**config.mk**
```make
export PLATFORM = sky130hd
export DESIGN_NAME = sacl_queue
export DESIGN_NICKNAME = d
export VERILOG_FILES = /design/src/sacl_pkg.sv /design/src/sacl_queue.sv
export SDC_FILE = /design/constraint.sdc
export NUM_CORES = 1
export LEC_CHECK = 0
export ABC_AREA = 0
export BUFFER_PORTS_ARGS = -buffer_cell sky130_fd_sc_hd__buf_2
export CAP_MARGIN = 15
export CELL_PAD_IN_SITES_DETAIL_PLACEMENT = 2
export CELL_PAD_IN_SITES_GLOBAL_PLACEMENT = 2
export CORE_MARGIN = 4
export CORE_UTILIZATION = 36
export DETAILED_ROUTE_END_ITERATION = 8
export GPL_ROUTABILITY_DRIVEN = 0
export GPL_TIMING_DRIVEN = 0
export PLACE_DENSITY_LB_ADDON = 0.1
export SYNTH_ARGS = -nofsm -noshare
export SYNTH_HDL_FRONTEND = slang
export SYNTH_SLANG_ARGS = --single-unit
```
**constraint.sdc**
```tcl
create_clock -name clk -period 4.28 [get_ports clk]
set_clock_uncertainty 0.1 [all_clocks]
set_input_delay 0.642 -clock clk [delete_from_list [all_inputs] [get_ports clk]]
set_output_delay 0.642 -clock clk [all_outputs]
set_load 0.005 [all_outputs]
```
**src/sacl_pkg.sv**
```systemverilog
`default_nettype none
package sacl_pkg;

    localparam int ADDR_W       = 32;
    localparam int TAG_W        = 32;
    localparam int CFG_W        = 4;
    localparam int CFG_INDEX_W  = 1;
    localparam int QUEUE_DEPTH  = 2;

    localparam int DEFAULT_MAX_SETS = 1024;
    localparam int DEFAULT_WAYS     = 2;

    localparam logic [CFG_INDEX_W-1:0] CFG_OFFSET_BITS = 1'd0;
    localparam logic [CFG_INDEX_W-1:0] CFG_INDEX_BITS  = 1'd1;

    localparam logic [CFG_W-1:0] OFFSET_BITS_RESET = 4'd6;
    localparam logic [CFG_W-1:0] INDEX_BITS_RESET  = 4'd10;

    localparam logic CMD_LOAD  = 1'b0;
    localparam logic CMD_STORE = 1'b1;

    typedef struct packed {
        logic hit;
        logic writeback;
    } res_t;

endpackage
`default_nettype wire

```
**src/sacl_queue.sv**
```systemverilog
`default_nettype none
module sacl_queue #(
    parameter int W     = 8,
    parameter int DEPTH = sacl_pkg::QUEUE_DEPTH,
    localparam int PTR_W = (DEPTH > 1) ? $clog2(DEPTH) : 1,
    localparam int CNT_W = $clog2(DEPTH + 1)
) (
    input  wire logic         clk,
    input  wire logic         rst_n,
    input  wire logic         push,
    input  wire logic [W-1:0] push_data,
    input  wire logic         pop,
    output logic              full,
    output logic              empty,
    output logic      [W-1:0] pop_data
);

    logic [W-1:0]     entry_reg [DEPTH];
    logic [PTR_W-1:0] wr_ptr_reg, wr_ptr_next;
    logic [PTR_W-1:0] rd_ptr_reg, rd_ptr_next;
    logic [CNT_W-1:0] count_reg, count_next;
    logic             do_push, do_pop;

    assign full     = (count_reg == CNT_W'(DEPTH));
    assign empty    = (count_reg == '0);
    assign pop_data = entry_reg[rd_ptr_reg];
    assign do_push  = push && !full;
    assign do_pop   = pop && !empty;

    always_comb
    begin
        wr_ptr_next = wr_ptr_reg;
        rd_ptr_next = rd_ptr_reg;
        count_next  = count_reg;
        if (do_push)
        begin
            wr_ptr_next = (wr_ptr_reg == PTR_W'(DEPTH - 1)) ? '0 : wr_ptr_reg + 1'b1;
        end
        if (do_pop)
        begin
            rd_ptr_next = (rd_ptr_reg == PTR_W'(DEPTH - 1)) ? '0 : rd_ptr_reg + 1'b1;
        end
        if (do_push && !do_pop)
        begin
            count_next = count_reg + 1'b1;
        end
        else if (do_pop && !do_push)
        begin
            count_next = count_reg - 1'b1;
        end
    end

    always_ff @(posedge clk or negedge rst_n)
    begin
        if (!rst_n)
        begin
            wr_ptr_reg <= '0;
            rd_ptr_reg <= '0;
            count_reg  <= '0;
        end
        else
        begin
            wr_ptr_reg <= wr_ptr_next;
            rd_ptr_reg <= rd_ptr_next;
            count_reg  <= count_next;
        end
    end

    always_ff @(posedge clk)
    begin
        if (do_push)
        begin
            entry_reg[wr_ptr_reg] <= push_data;
        end
    end

endmodule
`default_nettype wire

```
# Word level (Yosys, flattened, before mapping)
# Memories as Yosys holds them, arrays and structs flattened.
# Cells that the tools add are included.
# W data, S select, Z words.
dict set report totals {
  register_bits 4
  ram_bits 16
  in_bits 12
  memories 1
  output_inout_bits 10
  word_cells 25
}
dict set report classes {
  addsub 4
  n_mux 6
  reduce_logical 10
  n_eq_ne 1
}
# name words width rd rd_ports_with_merged_regs write_ports line_no
set mem_list {}
lappend mem_list {entry_reg 2 8 1 0 1 sacl_queue.sv:18} ;# logic [W-1:0] entry_reg [DEPTH];
# operator n
set ops {}
lappend ops {{$logic_and A1 B1 Y1} 4}
lappend ops {{$logic_not A1 Y1} 4}
lappend ops {{$mux W1} 4}
lappend ops {{$mux W2} 2}
lappend ops {{$add A1 B1 Y1 const B} 2}
lappend ops {{$add A2 B1 Y2 const B} 1}
lappend ops {{$eq A2 B2 Y1 const B} 1}
lappend ops {{$logic_not A2 Y1} 1}
lappend ops {{$reduce_bool A2 Y1} 1}
lappend ops {{$sub A2 B1 Y2 const B} 1}

# Logic depth before layout (Yosys ltp)
# Gate-level depths: netlist of run 1.
dict set report depth {
  word_depth 7
  ltp_mapped 7
  ltp_nobuf 7
}

# Worst setup path before layout of run 1
# No wires, ideal clock.
dict set report synth_path {
  kind {register to output}
  start {reg rd_ptr_reg}
  end {out pop_data[2]}
  arrival_time_ns 0.841
  setup_slack_ns 2.697
  path_stages_with_launch 3
  path_cell_list {dfrtp_1 > buf_2 > mux2_2}
}
dict set report synth_between {
  elab_chain_cells 1
}
# element line_no
set synth_rtl {}
lappend synth_rtl {{start, declared} sacl_queue.sv:20} ;# logic [PTR_W-1:0] rd_ptr_reg, rd_ptr_next;
lappend synth_rtl {{start signal, assigned} sacl_queue.sv:64} ;# rd_ptr_reg <= rd_ptr_next;
lappend synth_rtl {{$mem_v2 Z2 W8} --}
lappend synth_rtl {{end, declared} sacl_queue.sv:15} ;# output logic [W-1:0] pop_data
# Every way passes these cells.

# Worst setup path in the final report of run 1
dict set report layout_path {
  start {reg rd_ptr_reg}
  end {out pop_data[4]}
}
# Same word-level chain as after synthesis.

==> results.py, run 1 <==
metrics = {
    "layout": {
        "drive_above_1_share_pct": 43.48,
        "synthToLayoutAreaGrowth_pct": 24.48,
        "finish.instance_area_um2": 973.4,
        "largest_reg_flops": 16,
        "nNetsFinal": 83,
        "diodes": 0,
    },
    "floorplan": {
        "dieArea_mm2": 0.002982,
        "rows": 16,
        "initial_core_util_pct": 38.68,
        "boundaryPins": 22,
        "die_h_um": 54.61,
        "fp.dieW_um": 54.61,
        "coreArea_mm2": 0.002022,
    },
    "logic_synthesis": {
        "yosys_warnings": 0,
        "synthMuxAreaShare_pct": 11.52,
        "synth_top_family_by_area": "multiplexers",
        "syn_avg_cell_area_um2": 17.77,
        "synth-xor-area-share_pct": 6.560,
        "synth_area_leader_cell": "edfxtp_1",
        "ys_types": 15,
        "seq_area_frac_synth_pct": 74.24,
        "synthAdderAreaFrac_pct": 1.600,
        "synth_compound_area_share_pct": 0.6400,
        "synthCells": 44,
        "synth_area_leaders": "edfxtp_1 61%, dfrtp_1 13%, mux2_1 8.6%",
        "synthesis.area_um2": 782.0,
        "yosys.area.top_type_share_pct": 61.44,
        "syn_nets": 57,
        "synth_seq_cells": 20,
        "yosys.area_share.simple_pct": 3.840,
    },
    "drt": {
        "drc": 0,
        "first_iter_violations": 4,
        "drt_wl_total_um": 1405,
        "drt-pass1-iter-count": 4,
        "detail-route-antenna-nets": 0,
        "vias": 430,
        "vias_per_cell": 4.479,
        "wl_per_cell_um": 14.64,
    },
    "clocking": {
        "cts_root_buffer": "clkbuf_4",
        "cts_tree": "done",
        "postCtsSetupBuffers": 0,
        "path_clk_slew_ns": 0.11,
        "h-tree-depth": 1,
        "ctsResizeCount": 0,
        "clock_path_buffers": 2,
        "worstSkewPairLatency_ns": 0.29,
        "ctsHoldBuffers": 0,
        "clock_sinks": 20,
        "cts_buffers": 3,
    },
    "worst_setup_path": {
        "cp_num_buf_inv": 2,
        "slowest_delay_ns": 0.36,
        "arrival_ns": 1.36,
        "cp-start-kind": "flip-flop",
        "crit_path_cell_trace": "buf_2, mux2_1, buf_2",
        "cpMostUsedCell": "buf_2",
        "endpoint_kind": "output pin",
        "critical_path_class": "flip-flop to output pin",
        "cpMaxStageDelayCell": "mux2_1",
        "crit_fanout": 9,
        "cp_top_family": "buffers and inverters",
        "required_ns": 3.54,
    },
    "timing": {
        "max_slew_margin_pct": 54.80,
        "setup_ws_ns": 2.180,
        "setup_viol": 0,
        "clock.fmax_ghz": 0.4761,
        "finalCritPeriodShare_pct": 49.08,
        "finalHoldViolations": 0,
        "tightestPinTransition_ns": 0.6754,
        "rsz0062_at_grt": "false",
        "min_period_ns": 2.100,
        "drv_slew": 0,
        "tns_ns": 0,
    },
    "grt": {
        "grt_pass1_vias": 442,
        "grt_antenna_before_repair": 0,
        "grt_usage_pct": 11.27,
        "gr-total-overflow": 0,
        "grt_pass1_wl_um": 2208,
        "grt_start_max_net_pins": 13,
    },
    "place": {
        "dp_hpwl_um": 1120,
        "dp_slack_ns": 2.425,
        "port_buffers": 21,
        "placed_area_um2": 920.9,
    },
    "power": {
        "p_leak_nw": 0.4061,
        "ir_worst_vdd_v": 0.0003219,
        "total_power_uw": 657.4,
        "power-per-cell-area_mw_per_mm2": 675.3,
    },
    "flow_run": {
        "maxCapViolations": 0,
    },
    "run_status": {
        "status": "finished, final reports clean",
    },
    "min_path": {
        "hold_class": "primary input to async pin",
    },
}
-- synth_stat cells --
cell type  number
edfxtp_1       16
mux2_1          6
dfrtp_1         4
nor2_1          3
inv_1           2
mux2_2          2
xnor2_1         2
xor2_1          2
and3_1          1
buf_2           1
ha_1            1
nand2_2         1
nand2b_1        1
o21ai_1         1
xnor2_2         1
-- layout by cell type (no fill, tap or decap) --
cell | Yosys | final
bufinv_16 | 0 | 1
nand2_2 | 1 | 1
mux2_1 | 6 | 6
xnor2_2 | 1 | 1
clkbuf_4 | 0 | 3
mux2_2 | 2 | 2
o21ai_1 | 1 | 1
xnor2_1 | 2 | 2
buf_2 | 1 | 22
nand2b_1 | 1 | 1
edfxtp_1 | 16 | 16
xor2_1 | 2 | 2
nor2_1 | 3 | 3
dfrtp_1 | 4 | 4
ha_1 | 1 | 1
and3_1 | 1 | 1
inv_1 | 2 | 2
-- power breakdown --
part	switching (mW)	internal (mW)
clock network	0.0572	0.0945
logic	0.103	0.102
registers	0.0279	0.272
-- layout make-up --
type / count / area (um2)
clock inverters: 1 / 30.03
flip-flops and latches: 20 / 580.6
plain buffers: 1 / 5.005
inverters: 2 / 7.507
well taps: 27 / 33.78
repair buffers: 21 / 105.1
fillers: 204 / 1049
multi-input cells: 21 / 188.9
clock buffers: 3 / 22.52
-- kinds of logic after synthesis --
group,after synthesis
compound gates,1
xor+xnor,5
fa+ha+maj,1
buf+inv,3
flops,20
mux,8
simple gates,6
-- through the flow --
| stage | hold slack (ns) | std cells | utilization, % |
|---|---|---|---|
| finish | 0.03192 | 96 | 48.14 |
| CTS | 0.02010 | 96 | 48.14 |
| floorplan | 0.2464 | 44 | - |
| detailed placement | 0.3547 | 92 | 45.54 |
| global route | 0.005686 | 96 | 48.14 |
| global placement | 0.3565 | 92 | 45.54 |
-- worst paths after layout --
check / startpoint / endpoint / slack (ns) / depth (start not counted)
worst max register to register: count_reg[0]$_DFFE_PN0P_ / entry_reg[0][7]$_DFFE_PP_ / 2.55 / 3
max in group asynchronous: rst_n / rd_ptr_reg$_DFFE_PN0P_ / 3.93 / 1
worst min register to register: count_reg[1]$_DFFE_PN0P_ / count_reg[1]$_DFFE_PN0P_ / 0.43 / 1
worst max-delay path: rd_ptr_reg$_DFFE_PN0P_ / pop_data[4] / 2.18 / 3
min in group clk: count_reg[1]$_DFFE_PN0P_ / count_reg[1]$_DFFE_PN0P_ / 0.43 / 1
worst min-delay path: rst_n / count_reg[1]$_DFFE_PN0P_ / 0.03 / 1
-- metal layers --
metal  up-vias  track usage (%)  wire (um)
li1        207                -          -
met1       207            14.43        573
met2        14            17.91        740
met3         2            2.725         80
met4         0            4.979         10
met5         -                0          0
Power figures use the tool's default switching activity.
==> run 2: changes to the inputs <==
--- a/config.mk
+++ b/config.mk
@@ -11,7 +11,7 @@
 export CELL_PAD_IN_SITES_DETAIL_PLACEMENT = 2
 export CELL_PAD_IN_SITES_GLOBAL_PLACEMENT = 2
 export CORE_MARGIN = 4
-export CORE_UTILIZATION = 36
+export CORE_UTILIZATION = 34
 export DETAILED_ROUTE_END_ITERATION = 8
 export GPL_ROUTABILITY_DRIVEN = 0
 export GPL_TIMING_DRIVEN = 0
==> constraint.sdc (replaced) <==
create_clock -name clk -period 1.95 [get_ports clk]
set_clock_uncertainty 0.1 [all_clocks]
set_input_delay 0.2925 -clock clk [delete_from_list [all_inputs] [get_ports clk]]
set_output_delay 0.2925 -clock clk [all_outputs]
set_load 0.005 [all_outputs]
==> results.py, run 2 (synthesized netlist as in run 1, its figures left out) <==
metrics = {
    "clocking": {
        "cts_tree": "done",
        "cts_buffers": 3,
        "cts_root_buffer": "clkbuf_4",
        "h-tree-depth": 1,
        "worstSkewPairLatency_ns": 0.30,
        "clock_sinks": 20,
        "postCtsSetupBuffers": 0,
        "clock_path_buffers": 2,
        "path_clk_slew_ns": 0.11,
    },
    "timing": {
        "setup_ws_ns": 0.1688,
        "tightestPinTransition_ns": 0.7277,
        "max_slew_margin_pct": 51.31,
        "clock.fmax_ghz": 0.5614,
        "min_period_ns": 1.781,
        "drv_slew": 0,
        "tns_ns": 0,
        "rsz0062_at_grt": "false",
        "finalHoldViolations": 0,
        "finalCritPeriodShare_pct": 91.34,
        "setup_viol": 0,
    },
    "grt": {
        "grt_pass1_vias": 518,
        "gr-total-overflow": 0,
        "grt_pass1_wl_um": 2380,
        "grt_start_max_net_pins": 12,
        "grt_antenna_before_repair": 0,
        "grt_usage_pct": 10.49,
    },
    "worst_setup_path": {
        "cp-startpoint": "rd_ptr_reg$_DFFE_PN0P_",
        "crit_fanout": 9,
        "required_ns": 1.56,
        "critical_path_class": "flip-flop to output pin",
        "r2r_end": "entry_reg[0][5]$_DFFE_PP_",
        "cpMostUsedCell": "buf_2",
        "arrival_ns": 1.39,
        "endpoint_kind": "output pin",
        "slowest_delay_ns": 0.37,
        "ff2ff_setup_slack_ns": 0.19,
        "reg2reg_depth": 3,
        "rr_startpoint": "count_reg[0]$_DFFE_PN0P_",
        "crit_path_cell_trace": "buf_2, mux2_2, buf_2",
        "cp-start-kind": "flip-flop",
        "cp-endpoint": "pop_data[2]",
        "cpMaxStageDelayCell": "mux2_2",
    },
    "layout": {
        "final_cell_mix": "22 x buf_2, 16 x edfxtp_1, 6 x mux2_1, 4 x dfrtp_1",
        "nNetsFinal": 84,
        "final_common_cell": "buf_2",
        "fill_cells": 232,
        "drive_above_1_share_pct": 41.43,
        "synthToLayoutAreaGrowth_pct": 22.56,
        "fin_util_pct": 43.75,
        "diodes": 0,
        "largest_reg_flops": 16,
    },
    "floorplan": {
        "fp.dieW_um": 55.96,
        "initial_core_util_pct": 35.69,
        "boundaryPins": 22,
        "coreArea_mm2": 0.002191,
        "rows": 17,
        "die_h_um": 55.96,
        "dieArea_mm2": 0.003132,
    },
    "run_status": {
        "status": "finished, final reports clean",
    },
    "drt": {
        "first_iter_violations": 7,
        "drc": 0,
        "vias": 445,
        "drt-pass1-iter-count": 3,
        "detail-route-antenna-nets": 0,
        "vias_per_cell": 4.541,
        "drt_wl_total_um": 1513,
        "wl_per_cell_um": 15.44,
    },
    "power": {
        "ir_worst_vdd_v": 0.0005901,
        "power-per-cell-area_mw_per_mm2": 1377,
        "p_leak_nw": 0.3973,
    },
    "flow_run": {
        "maxCapViolations": 0,
    },
    "place": {
        "port_buffers": 21,
        "dp_hpwl_um": 1189,
        "dp_slack_ns": 0.1698,
    },
    "min_path": {
        "hold_class": "primary input to flip-flop",
    },
}
-- run 2: cell types whose count changed in the layout (fill, tap and decap cells not counted) --
cell / change
clkbuf_1: +1
dlygate4sd3_1: +1
bufinv_16: -1
-- run 2: worst min path at each step --
| stage | depth (start not counted) | slack [ns] | end | startpoint |
|---|---|---|---|---|
| finish | 1 | 0.07 | entry_reg[1][4]$_DFFE_PP_ | push_data[4] |
| global route | 1 | 0.05 | entry_reg[1][5]$_DFFE_PP_ | push_data[5] |
| CTS | 1 | 0.06 | entry_reg[1][5]$_DFFE_PP_ | push_data[5] |
| detailed placement | 1 | 0.009 | count_reg[1]$_DFFE_PN0P_ | rst_n |
| global placement | 1 | 0.008 | count_reg[1]$_DFFE_PN0P_ | rst_n |
| floorplan | 0 | -0.10 | count_reg[0]$_DFFE_PN0P_ | rst_n |
-- run 2: repair_timing --
action,4_1_cts,5_1_grt
hold buffers,1,0
endpoints found under the setup margin,0,0
resized for setup,0,0
hold endpoints to repair,4,0
-- run 2: per-stage QoR --
step	hold slack, ns	std cells	total power [mW]	instance area, um2
floorplan	-0.1031	44	0.9495	782.0
finish	0.07373	98	1.320	958.4
global placement	0.008148	93	1.113	922.1
CTS	0.06223	98	1.348	958.4
global route	0.04965	98	1.415	958.4
detailed placement	0.008849	93	1.143	922.1
-- run 2: routing by layer --
layer / global-route usage [%] / vias up / part of all wire (%) / routed length (um)
met5: 0 / - / 0 / 0
met4: 7.119 / 0 / 2.3 / 35
met3: 2.320 / 2 / 5.3 / 80
met2: 19.03 / 15 / 54 / 820
met1: 10.47 / 219 / 38 / 576
li1: - / 209 / - / -
-- run 2: final cells by class --
class                           instances  area, um2  share of cell area [%]
Inverter                                2      7.507                  0.7833
Clock buffer                            4      26.28                   2.742
Timing Repair Buffer                   22      115.1                   12.01
Sequential cell                        20      580.6                   60.57
Buffer                                  1      5.005                  0.5222
Multi-Input combinational cell         21      188.9                   19.71
Tap cell                               28      35.03                   3.655
-- run 2: report_power, final --
part           switching (mW)  internal [mW]  leakage [nW]
logic                   0.230          0.226         0.187
clock network           0.123         0.0797        0.0150
registers              0.0626          0.598         0.195
total                   0.416          0.904         0.397
-- run 2: critical path, delay by kind of cell (launching register included) --
kind,cells,cell delay (ns)
multiplexers,1,0.37
flip-flops,1,0.34
buffers and inverters,2,0.38
