--- src/sacl_pkg.sv ---
`default_nettype none
package sacl_pkg;

    localparam int ADDR_W       = 32;
    localparam int TAG_W        = 32;
    localparam int CFG_W        = 4;
    localparam int CFG_INDEX_W  = 1;
    localparam int QUEUE_DEPTH  = 2;

    localparam int DEFAULT_MAX_SETS = 1024;
    localparam int DEFAULT_WAYS     = 2;

    localparam logic [CFG_INDEX_W-1:0] CFG_OFFSET_BITS = 1'd0;
    localparam logic [CFG_INDEX_W-1:0] CFG_INDEX_BITS  = 1'd1;

    localparam logic [CFG_W-1:0] OFFSET_BITS_RESET = 4'd6;
    localparam logic [CFG_W-1:0] INDEX_BITS_RESET  = 4'd10;

    localparam logic CMD_LOAD  = 1'b0;
    localparam logic CMD_STORE = 1'b1;

    typedef struct packed {
        logic hit;
        logic writeback;
    } res_t;

endpackage
`default_nettype wire

--- src/sacl_front.sv ---
`default_nettype none
module sacl_front #(
    parameter int MAX_SETS = sacl_pkg::DEFAULT_MAX_SETS,
    localparam int SET_W = (MAX_SETS > 1) ? $clog2(MAX_SETS) : 1,
    localparam int INDEX_LIM = $clog2(MAX_SETS + 1) - 1
) (
    input  wire logic                              clk,
    input  wire logic                              rst_n,
    input  wire logic                              in_valid,
    output logic                                   in_stall,
    input  wire logic [sacl_pkg::ADDR_W-1:0]       addr,
    input  wire logic                              cmd,
    input  wire logic                              cfg_valid,
    output logic                                   cfg_ready,
    input  wire logic [sacl_pkg::CFG_INDEX_W-1:0]  cfg_index,
    input  wire logic [sacl_pkg::CFG_W-1:0]        cfg_data,
    input  wire logic                              q_full,
    input  wire logic                              clear_busy,
    output logic                                   push,
    output logic      [SET_W-1:0]                  push_set,
    output logic      [sacl_pkg::TAG_W-1:0]        push_tag,
    output logic                                   push_store
);

    logic [sacl_pkg::CFG_W-1:0]  offset_bits_reg;
    logic [sacl_pkg::CFG_W-1:0]  index_bits_reg;
    logic [sacl_pkg::CFG_W-1:0]  index_w;
    logic [sacl_pkg::ADDR_W-1:0] set_full;
    logic [sacl_pkg::CFG_W:0]    tag_shift;

    assign cfg_ready = 1'b1;
    assign in_stall  = clear_busy || q_full;
    assign push      = in_valid && !in_stall;

    assign index_w = (int'(index_bits_reg) > INDEX_LIM)
                   ? sacl_pkg::CFG_W'(INDEX_LIM) : index_bits_reg;
    assign set_full   = (addr >> offset_bits_reg)
                      & ((sacl_pkg::ADDR_W'(1) << index_w) - sacl_pkg::ADDR_W'(1));
    assign tag_shift  = {1'b0, offset_bits_reg} + {1'b0, index_w};
    assign push_set   = set_full[SET_W-1:0];
    assign push_tag   = sacl_pkg::TAG_W'(addr >> tag_shift);
    assign push_store = (cmd == sacl_pkg::CMD_STORE);

    always_ff @(posedge clk or negedge rst_n)
    begin
        if (!rst_n)
        begin
            offset_bits_reg <= sacl_pkg::OFFSET_BITS_RESET;
            index_bits_reg  <= sacl_pkg::INDEX_BITS_RESET;
        end
        else if (cfg_valid)
        begin
            unique case (cfg_index)
                sacl_pkg::CFG_OFFSET_BITS: offset_bits_reg <= cfg_data;
                sacl_pkg::CFG_INDEX_BITS:  index_bits_reg  <= cfg_data;
                default: ;
            endcase
        end
    end

endmodule
`default_nettype wire

--- config.mk ---
export PLATFORM = sky130hd
export DESIGN_NAME = sacl_front
export DESIGN_NICKNAME = d
export VERILOG_FILES = /design/src/sacl_pkg.sv /design/src/sacl_front.sv
export SDC_FILE = /design/constraint.sdc
export NUM_CORES = 1
export LEC_CHECK = 0
export ABC_AREA = 1
export BUFFER_PORTS_ARGS = -buffer_cell sky130_fd_sc_hd__buf_2
export CAP_MARGIN = 20
export CORE_UTILIZATION = 40
export DETAILED_ROUTE_END_ITERATION = 12
export PLACE_DENSITY = 0.66
export SETUP_SLACK_MARGIN = 0.02
export SLEW_MARGIN = 20
export SYNTH_ARGS = -nofsm -noshare
export SYNTH_HDL_FRONTEND = slang
export SYNTH_SLANG_ARGS = --single-unit
--- constraint.sdc ---
create_clock -name clk -period 2.4 [get_ports clk]
set_input_delay 0.24 -clock clk [delete_from_list [all_inputs] [get_ports clk]]
set_output_delay 0.24 -clock clk [all_outputs]
set_load 0.01 [all_outputs]
=== After elaboration in Yosys (flattened, before gate mapping) ===
Cells that the tools add are included.

* Register bits after elaboration: 8
* Output and inout port bits: 46

* Add/subtract/negate cells: 2
* Magnitude comparators: 1
* Shifts and indexed selects: 3
* Muxes and demuxes: 1
* Bitwise logic cells: 2
* Reduce and logical (&&, ||, !) cells: 5

{| class="wikitable"
|+ Operator list
! cell !! count
|-
| $shr A32 B4 Y10 || 1
|-
| $shr A32 B5 Y32 || 1
|-
| $and A10 B10 Y10 || 1
|-
| $shl A1 B4 Y10 const A || 1
|-
| $sub A10 B1 Y10 const B || 1
|-
| $add A4 B4 Y5 || 1
|-
| $gt A4 B4 Y1 const B || 1
|-
| $mux W4 || 1
|-
| $reduce_and A2 Y1 || 2
|-
| $logic_and A1 B1 Y1 || 1
|-
| $logic_not A1 Y1 || 1
|-
| $logic_or A1 B1 Y1 || 1
|-
| $not A1 Y1 || 1
|}

=== Logic depth before layout (Yosys ltp) ===
Gate-level depths: netlist of the first run.

* Depth in word-level cells: 5
* Gate-level depth with buffers: 15

=== Worst setup path before layout of the first run ===
No wires, ideal clock.

* Path kind: flip-flop to output port
* Start point: register index_bits_reg[1] (netlist bit)
* End point: output port push_tag[9] (netlist bit)
* Data arrival time: 2.435 ns
* Required time: 2.160 ns
* Slack: -0.275 ns
* Stages on the path, launching flop included: 13
* Path buffers: 2
* Cell sequence: dfstp_2 > clkbuf_2 > nand2_1 > a21oi_1 > nor2_1 > ha_1 > fa_1 > clkbuf_1 > nand3_1 > nand3_1 > nand3_1 > nand3_1 > nand2_1

* Word-level cells in the longest chain between the ends: 4

{| class="wikitable"
|+ RTL lines
! element !! RTL line !! source
|-
| from (decl) || sacl_front.sv:26 || <nowiki>logic [sacl_pkg::CFG_W-1:0] index_bits_reg;</nowiki>
|-
| from (signal assigned) || sacl_front.sv:49 || <nowiki>index_bits_reg <= sacl_pkg::INDEX_BITS_RESET;</nowiki>
|-
| from (signal assigned) || sacl_front.sv:55 || <nowiki>sacl_pkg::CFG_INDEX_BITS: index_bits_reg <= cfg_data;</nowiki>
|-
| $gt A4 B4 Y1 || sacl_front.sv:35 || <nowiki>assign index_w = (int'(index_bits_reg) > INDEX_LIM)</nowiki>
|-
| $mux W4 * || sacl_front.sv:36 || <nowiki>? sacl_pkg::CFG_W'(INDEX_LIM) : index_bits_reg;</nowiki>
|-
| $add A4 B4 Y5 * || sacl_front.sv:39 || <nowiki>assign tag_shift = {1'b0, offset_bits_reg} + {1'b0, index_w};</nowiki>
|-
| $shr A32 B5 Y32 * || sacl_front.sv:41 || <nowiki>assign push_tag = sacl_pkg::TAG_W'(addr >> tag_shift);</nowiki>
|-
| to (decl) || sacl_front.sv:21 || <nowiki>output logic [sacl_pkg::TAG_W-1:0] push_tag,</nowiki>
|}

Mark *: on every way between the ends. The rest lies on a longest branch, timed or not.

=== Final worst setup path of the first run ===
* Start point: register index_bits_reg[1] (netlist bit)
* End point: output port push_tag[2] (netlist bit)

Same word-level chain as after synthesis.

==> impl_metrics.yaml, run 1 <==
floorplanning:
  die_area_um2: 8780
  core-area_um2: 8180
  fp-row-count: 33
  dieHeight_um: 93.7
  start_util_pct: 41.1
  pin_count: 90
  dieWidth_um: 93.7
yosys:
  ys_ff_latch: 8
  syn_area_um2: 3360
  syn_inst: 636
  ys_types: 35
  syn_nets: 686
  yosysWarningCount: 0
  syn_avg_cell_area_um2: 5.29
  ys_seq_area_share_pct: 6.10
sta:
  rsz0062_at_grt: "yes"
  final-max-slew-violation-count: 0
  finalSetupTns_ps: -17050
  fin_skew_ps: 0
  finalHoldViolCount: 0
  finalCritPeriodShare_pct: 125
  fmax_mhz: 333
  finalSetupViolations: 32
  min_period_ps: 3000
  setup_ws_ps: -601
global_routing:
  grt_pass1_vias: 4516
  grt_max_degree: 33
  overflow: 0
  grt_antenna_before_repair: 0
  grt_pass1_wl_um: 21600
  grt_usage_pct: 30.4
routing:
  drtIter0Drc: 742
  drtPass1Iterations: 6
  route.final.wire_length_um: 13600
  routedWlPerCell_um: 16.2
  drc: 0
  vias: 5056
  vias_per_cell: 6.02
  ant_nets: 0
cells_and_area:
  design_area_um2: 4870
  num-nets-final: 786
  area_growth_pct: 44.8
  num_antenna_cells: 0
  drive_gt1_share_pct: 38.6
setup_path:
  cp.buffers_inverters: 3
  reg2reg_depth: 3
  reg2reg_slack_ps: 1380
  critPathLaunchType: "register"
  crit_slowest_cell: "fa_2"
  critPathKind: "reg2out"
  crit_path_frequent_cell: "nand3_1"
  critical-path-top-delay-family: "adder cells"
  worstPathCellList: "nand2_4, a21oi_4, nor2_2, ha_2, fa_2, inv_2, clkbuf_16, nand3_1, nand3_2, nand3_1, nand3_1, nand2_2, buf_2"
  reg2reg_from: "offset_bits_reg[2]"
  crit_fanout: 13
  required_ps: 2160
  slowest_delay_ps: 580
  crit_arrival_ps: 2760
  end_kind: "primary output"
  r2r-end: "offset_bits_reg[2]"
power_and_ir_drop:
  p_int_mw: 2.07
  leakage_nw: 2.44
  irDropWorstVdd_mv: 0.647
  clkPwrFrac_pct: 3.4
  swShare_pct: 58.2
  p_per_area_nw_per_um2: 1020
  combPwrFrac_pct: 93.1
  fin_total_pwr_mw: 4.95
  pwr-share-seq_pct: 3.5
  p_sw_mw: 2.88
placement:
  port_buffers: 86
  dp_hpwl_um: 9720
  place_congestion: 0.998
  detailedPlace.worstSlack_ps: -335
  dpl-instance-area_um2: 4300
cts:
  clock_latency_ps: 230
  cts_max_path_buffers: 2
  clockRootBuffer: "clkbuf_8"
  cts.sinks: 8
  cts-buffers-inserted: 3
  clk_pin_slew_ps: 40
  cts_tree: "done"
  htreeDepth: 1
worst_hold_path:
  worstHoldEndpoint: "index_bits_reg[3]"
  hp-start: "cfg_data[3]"
  whs_path_depth: 3
  min_path_type: "in2reg"
job:
  max_cap_violations: 0
outcome:
  violations: "setup timing"
  status: "finished, violations left"
==> kinds of logic after synthesis <==
| logic type | Yosys count | synth area share [%] |
|---|---|---|
| XOR/XNOR | 1 | 0.261 |
| flip-flops | 8 | 6.10 |
| AO/OA/AOI/OAI | 27 | 4.13 |
| other | 1 | 0.112 |
| adder cells (fa/ha/maj) | 6 | 2.46 |
| buffers and inverters | 70 | 12.1 |
| AND/OR/NAND/NOR | 523 | 74.8 |
==> metal layers <==
layer | share of wire [%] | track usage [%]
met1 | 41 | 41.8
met4 | 1.5 | 7.44
met3 | 10 | 5.18
met2 | 47 | 49.0
met5 | 0 | 0
==> tightest hold or removal path, stage by stage <==
cell and delay [ps]:
buf_2 90, inv_1 50, o21ai_0 80
==> repair_timing <==
item                       in CTS  in global routing
pin swaps                       3                  6
setup buffers                   4                  2
hold buffers                    1                  0
resized for setup              41                 36
cloned                          4                  2
setup endpoints to repair      33                 37
hold endpoints to repair        4                  0
==> cells in the final DEF (no fill, tap or decap), types with 2 or more instances in the layout <==
master	instances
nand3_1	203
nand2_1	179
buf_2	86
nand3_2	63
buf_4	29
nand2_2	22
inv_1	17
nor2_2	13
nor2_1	12
nand3_4	11
o21ai_0	11
buf_12	10
a21oi_1	9
buf_6	8
nand2_4	6
nand4_1	4
dfrtp_1	4
dfstp_2	4
inv_2	3
nor2_4	3
o21ai_2	3
ha_1	3
clkbuf_8	3
inv_4	2
nor3_2	2
nor4_4	2
clkinv_1	2
o21ai_1	2
buf_16	2
==> metrics by stage <==
step	std cells	util, %	hold WS, ps
floorplan	636	-	-55.6
global placement	823	52.6	89.2
detailed placement	823	52.6	88.0
CTS	836	56.7	241
global route	840	59.5	272
finish	840	59.5	247
==> power groups by stage <==
| stage | sequential (mW) | combinational (mW) | clock, mW |
|---|---|---|---|
| after global routing | 0.175 | 5.00 | 0.181 |
| after detailed placement | 0.172 | 3.91 | 0 |
| after floorplan | 0.178 | 2.82 | 0 |
| after global placement | 0.171 | 3.88 | 0 |
| final | 0.172 | 4.61 | 0.170 |
| after CTS | 0.171 | 4.29 | 0.175 |
==> Yosys cell counts, drive strengths merged <==
cell type,instances,share of area [%]
buf,37,8.2
dfrtp,4,3.0
a21oi,10,1.5
nand3b,1,0.22
xor2,1,0.26
dfstp,4,3.1
o21ai,17,2.6
clkbuf,8,0.93
nor4,2,0.74
nor2,29,3.8
nor3,2,0.30
ha,5,1.9
nand2,207,23
nand4,4,0.74
conb,1,0.11
inv,23,2.8
fa,1,0.60
clkinv,2,0.22
or2,1,0.19
nand3,277,45
==> worst max-delay path by stage <==
| stage | from | to | slack [ps] | cells past startpoint |
|---|---|---|---|---|
| after CTS | index_bits_reg[1] | push_tag[0] | -530 | 13 |
| after floorplan | index_bits_reg[1] | push_tag[17] | -150 | 14 |
| final | index_bits_reg[1] | push_tag[2] | -600 | 13 |
| after global routing | index_bits_reg[1] | push_tag[2] | -690 | 12 |
| after detailed placement | index_bits_reg[1] | push_tag[5] | -330 | 13 |
| after global placement | index_bits_reg[1] | push_tag[1] | -290 | 12 |
==> layout make-up <==
cell class                      instances  area, um^2
Timing Repair Buffer                  137        1030
Tap cell                              105         131
Multi-Input combinational cell        558        3280
Clock buffer                            4        45.0
Inverter                               25         115
Fill cell                             813        3310
Timing Repair inverter                  3        62.6
Sequential cell                         8         205
(Power assumes the default switching activity.)
==> inputs of run 2 (changes only) <==
--- a/config.mk
+++ b/config.mk
@@ -8,9 +8,11 @@
 export ABC_AREA = 1
 export BUFFER_PORTS_ARGS = -buffer_cell sky130_fd_sc_hd__buf_2
 export CAP_MARGIN = 20
+export CORE_MARGIN = 2
 export CORE_UTILIZATION = 40
 export DETAILED_ROUTE_END_ITERATION = 12
 export PLACE_DENSITY = 0.66
+export REMOVE_ABC_BUFFERS = 1
 export SETUP_SLACK_MARGIN = 0.02
 export SLEW_MARGIN = 20
 export SYNTH_ARGS = -nofsm -noshare
==> run 2 against run 1 <==
Compared with the run above: the run still ends with setup timing left; combinational power down 16%; routed wire length decreased by 11%; hold slack gained 15 ps; worst setup slack improved by 58 ps; core utilization shrank 5.7 points; die area is 4.3% higher; via count shrank 4.5%; power down 15%; largest cell class unchanged; largest power group unchanged; highest routed layer unchanged.
==> impl_metrics.yaml, run 2 (synthesized netlist as in run 1, its figures left out) <==
cells_and_area:
  area_growth_pct: 31.0
  mostFrequentLayoutCells: "203 x nand3_1, 198 x nand2_1, 86 x buf_2"
  drive_gt1_share_pct: 33.1
  num_antenna_cells: 0
  final_util_pct: 53.9
  fill_cells: 854
  layout_commonest_cell: "nand3_1"
  design_area_um2: 4400
  num-nets-final: 774
power_and_ir_drop:
  swShare_pct: 58.6
  p_per_area_nw_per_um2: 957
  combPwrFrac_pct: 92.3
  pwr-share-seq_pct: 4.0
  leakage_nw: 2.28
  clkPwrFrac_pct: 3.7
  p_int_mw: 1.74
  irDropWorstVdd_mv: 0.449
  fin_total_pwr_mw: 4.21
  p_sw_mw: 2.47
sta:
  fmax_mhz: 340
  min_period_ps: 2940
  max_slew_margin_pct: 57.7
  worstMarginPinSlew_ps: 634
  finalHoldViolCount: 0
  final-max-slew-violation-count: 0
  finalSetupViolations: 32
  finalSetupTns_ps: -15450
  rsz0062_at_grt: "yes"
  setup_ws_ps: -543
  worst_hold_slack_ps: 263
  fin_skew_ps: 0
  finalCritPeriodShare_pct: 123
setup_path:
  end_kind: "primary output"
  crit_slowest_cell: "fa_2"
  critical-path-top-delay-family: "adder cells"
  critPathKind: "reg2out"
  crit_arrival_ps: 2700
  slowest_delay_ps: 610
  reg2reg_slack_ps: 1380
  crit_path_frequent_cell: "nand3_1"
  cp.buffers_inverters: 3
  reg2reg_depth: 3
  required_ps: 2160
  critPathLaunchType: "register"
  crit_fanout: 22
  r2r-end: "offset_bits_reg[2]"
  worstPathCellList: "nand2_2, a21oi_2, nor2_1, ha_2, fa_2, inv_2, buf_12, nand3_1, nand3_1, nand3_1, nand3_1, nand2_1, buf_2"
  reg2reg_from: "offset_bits_reg[2]"
routing:
  ant_nets: 0
  route.final.wire_length_um: 12200
  vias_per_cell: 5.84
  drc: 0
  vias: 4829
  drtIter0Drc: 389
  drtPass1Iterations: 5
  routedWlPerCell_um: 14.7
global_routing:
  grt_busiest_layer: "met2"
  use_met1_pct: 32.9
  grt_max_degree: 33
  grt_antenna_before_repair: 0
  grt_usage_pct: 24.9
  grtUsageMet2_pct: 43.2
  grt_pass1_vias: 4144
  grt_pass1_wl_um: 18900
  use_met3_pct: 2.06
  overflow: 0
floorplanning:
  die_area_um2: 9150
  start_util_pct: 41.1
  fp-row-count: 33
  core-area_um2: 8180
  dieHeight_um: 95.7
  dieWidth_um: 95.7
  pin_count: 90
cts:
  cts_tree: "done"
  cts-buffers-inserted: 3
  clock_latency_ps: 220
  clockRootBuffer: "clkbuf_8"
  cts.sinks: 8
  cts_max_path_buffers: 2
  clk_pin_slew_ps: 40
  htreeDepth: 1
outcome:
  status: "finished, violations left"
  violations: "setup timing"
worst_hold_path:
  worstHoldEndpoint: "offset_bits_reg[1]"
  hp-start: "cfg_data[1]"
  whs_path_depth: 3
  min_path_type: "in2reg"
placement:
  dpl-instance-area_um2: 4000
  dp_hpwl_um: 9160
  place_congestion: 0.947
  port_buffers: 86
job:
  max_cap_violations: 0
==> run 2: timing repair <==
action,4_1_cts,5_1_grt
gates resized for setup,36,39
setup buffers,1,1
hold buffers,1,0
setup endpoints to repair,34,42
pin swaps,4,3
hold endpoints to repair,4,0
==> run 2: power by group through the flow <==
stage | clock network [mW] | registers (mW) | logic, mW
after floorplan | 0 | 0.209 | 2.20
final | 0.155 | 0.170 | 3.89
after global routing | 0.166 | 0.173 | 4.25
after CTS | 0.159 | 0.170 | 3.65
after detailed placement | 0 | 0.171 | 3.49
after global placement | 0 | 0.170 | 3.46
==> run 2: layout make-up <==
| class | count | area (um^2) | area share, % |
|---|---|---|---|
| Tap cell | 105 | 131 | 2.98 |
| Inverter | 25 | 113 | 2.56 |
| Sequential cell | 8 | 205 | 4.66 |
| Multi-Input combinational cell | 558 | 3070 | 69.7 |
| Clock buffer | 3 | 41.3 | 0.938 |
| Timing Repair Buffer | 128 | 843 | 19.2 |
==> run 2: how the worst max path moves through the flow <==
stage / startpoint / end / slack, ps / cells past startpoint
CTS: index_bits_reg[1] / push_tag[3] / -500 / 13
finish: index_bits_reg[1] / push_tag[10] / -540 / 13
global route: index_bits_reg[1] / push_tag[7] / -640 / 12
global placement: index_bits_reg[1] / push_tag[15] / -270 / 13
detailed placement: index_bits_reg[1] / push_tag[4] / -310 / 13
floorplan: index_bits_reg[3] / push_tag[20] / -950 / 11
==> run 2: worst min-delay path, delay by kind of cell <==
kind            cells  cell delay [ps]
compound gates      1               80
buf+inv             2              150
==> run 2: metrics by stage <==
step	cells	worst slack, ps
after detailed placement	821	-307
final	827	-543
after CTS	826	-503
after global placement	821	-271
after floorplan	591	-955
after global routing	827	-637
==> run 2: per-layer routing <==
metal	up-vias	part of all wire [%]	wire length, um
met5	-	0	0
met4	0	1.6	200
met3	19	7.8	953
met2	237	49	6000
met1	2225	41	5030
li1	2348	-	-
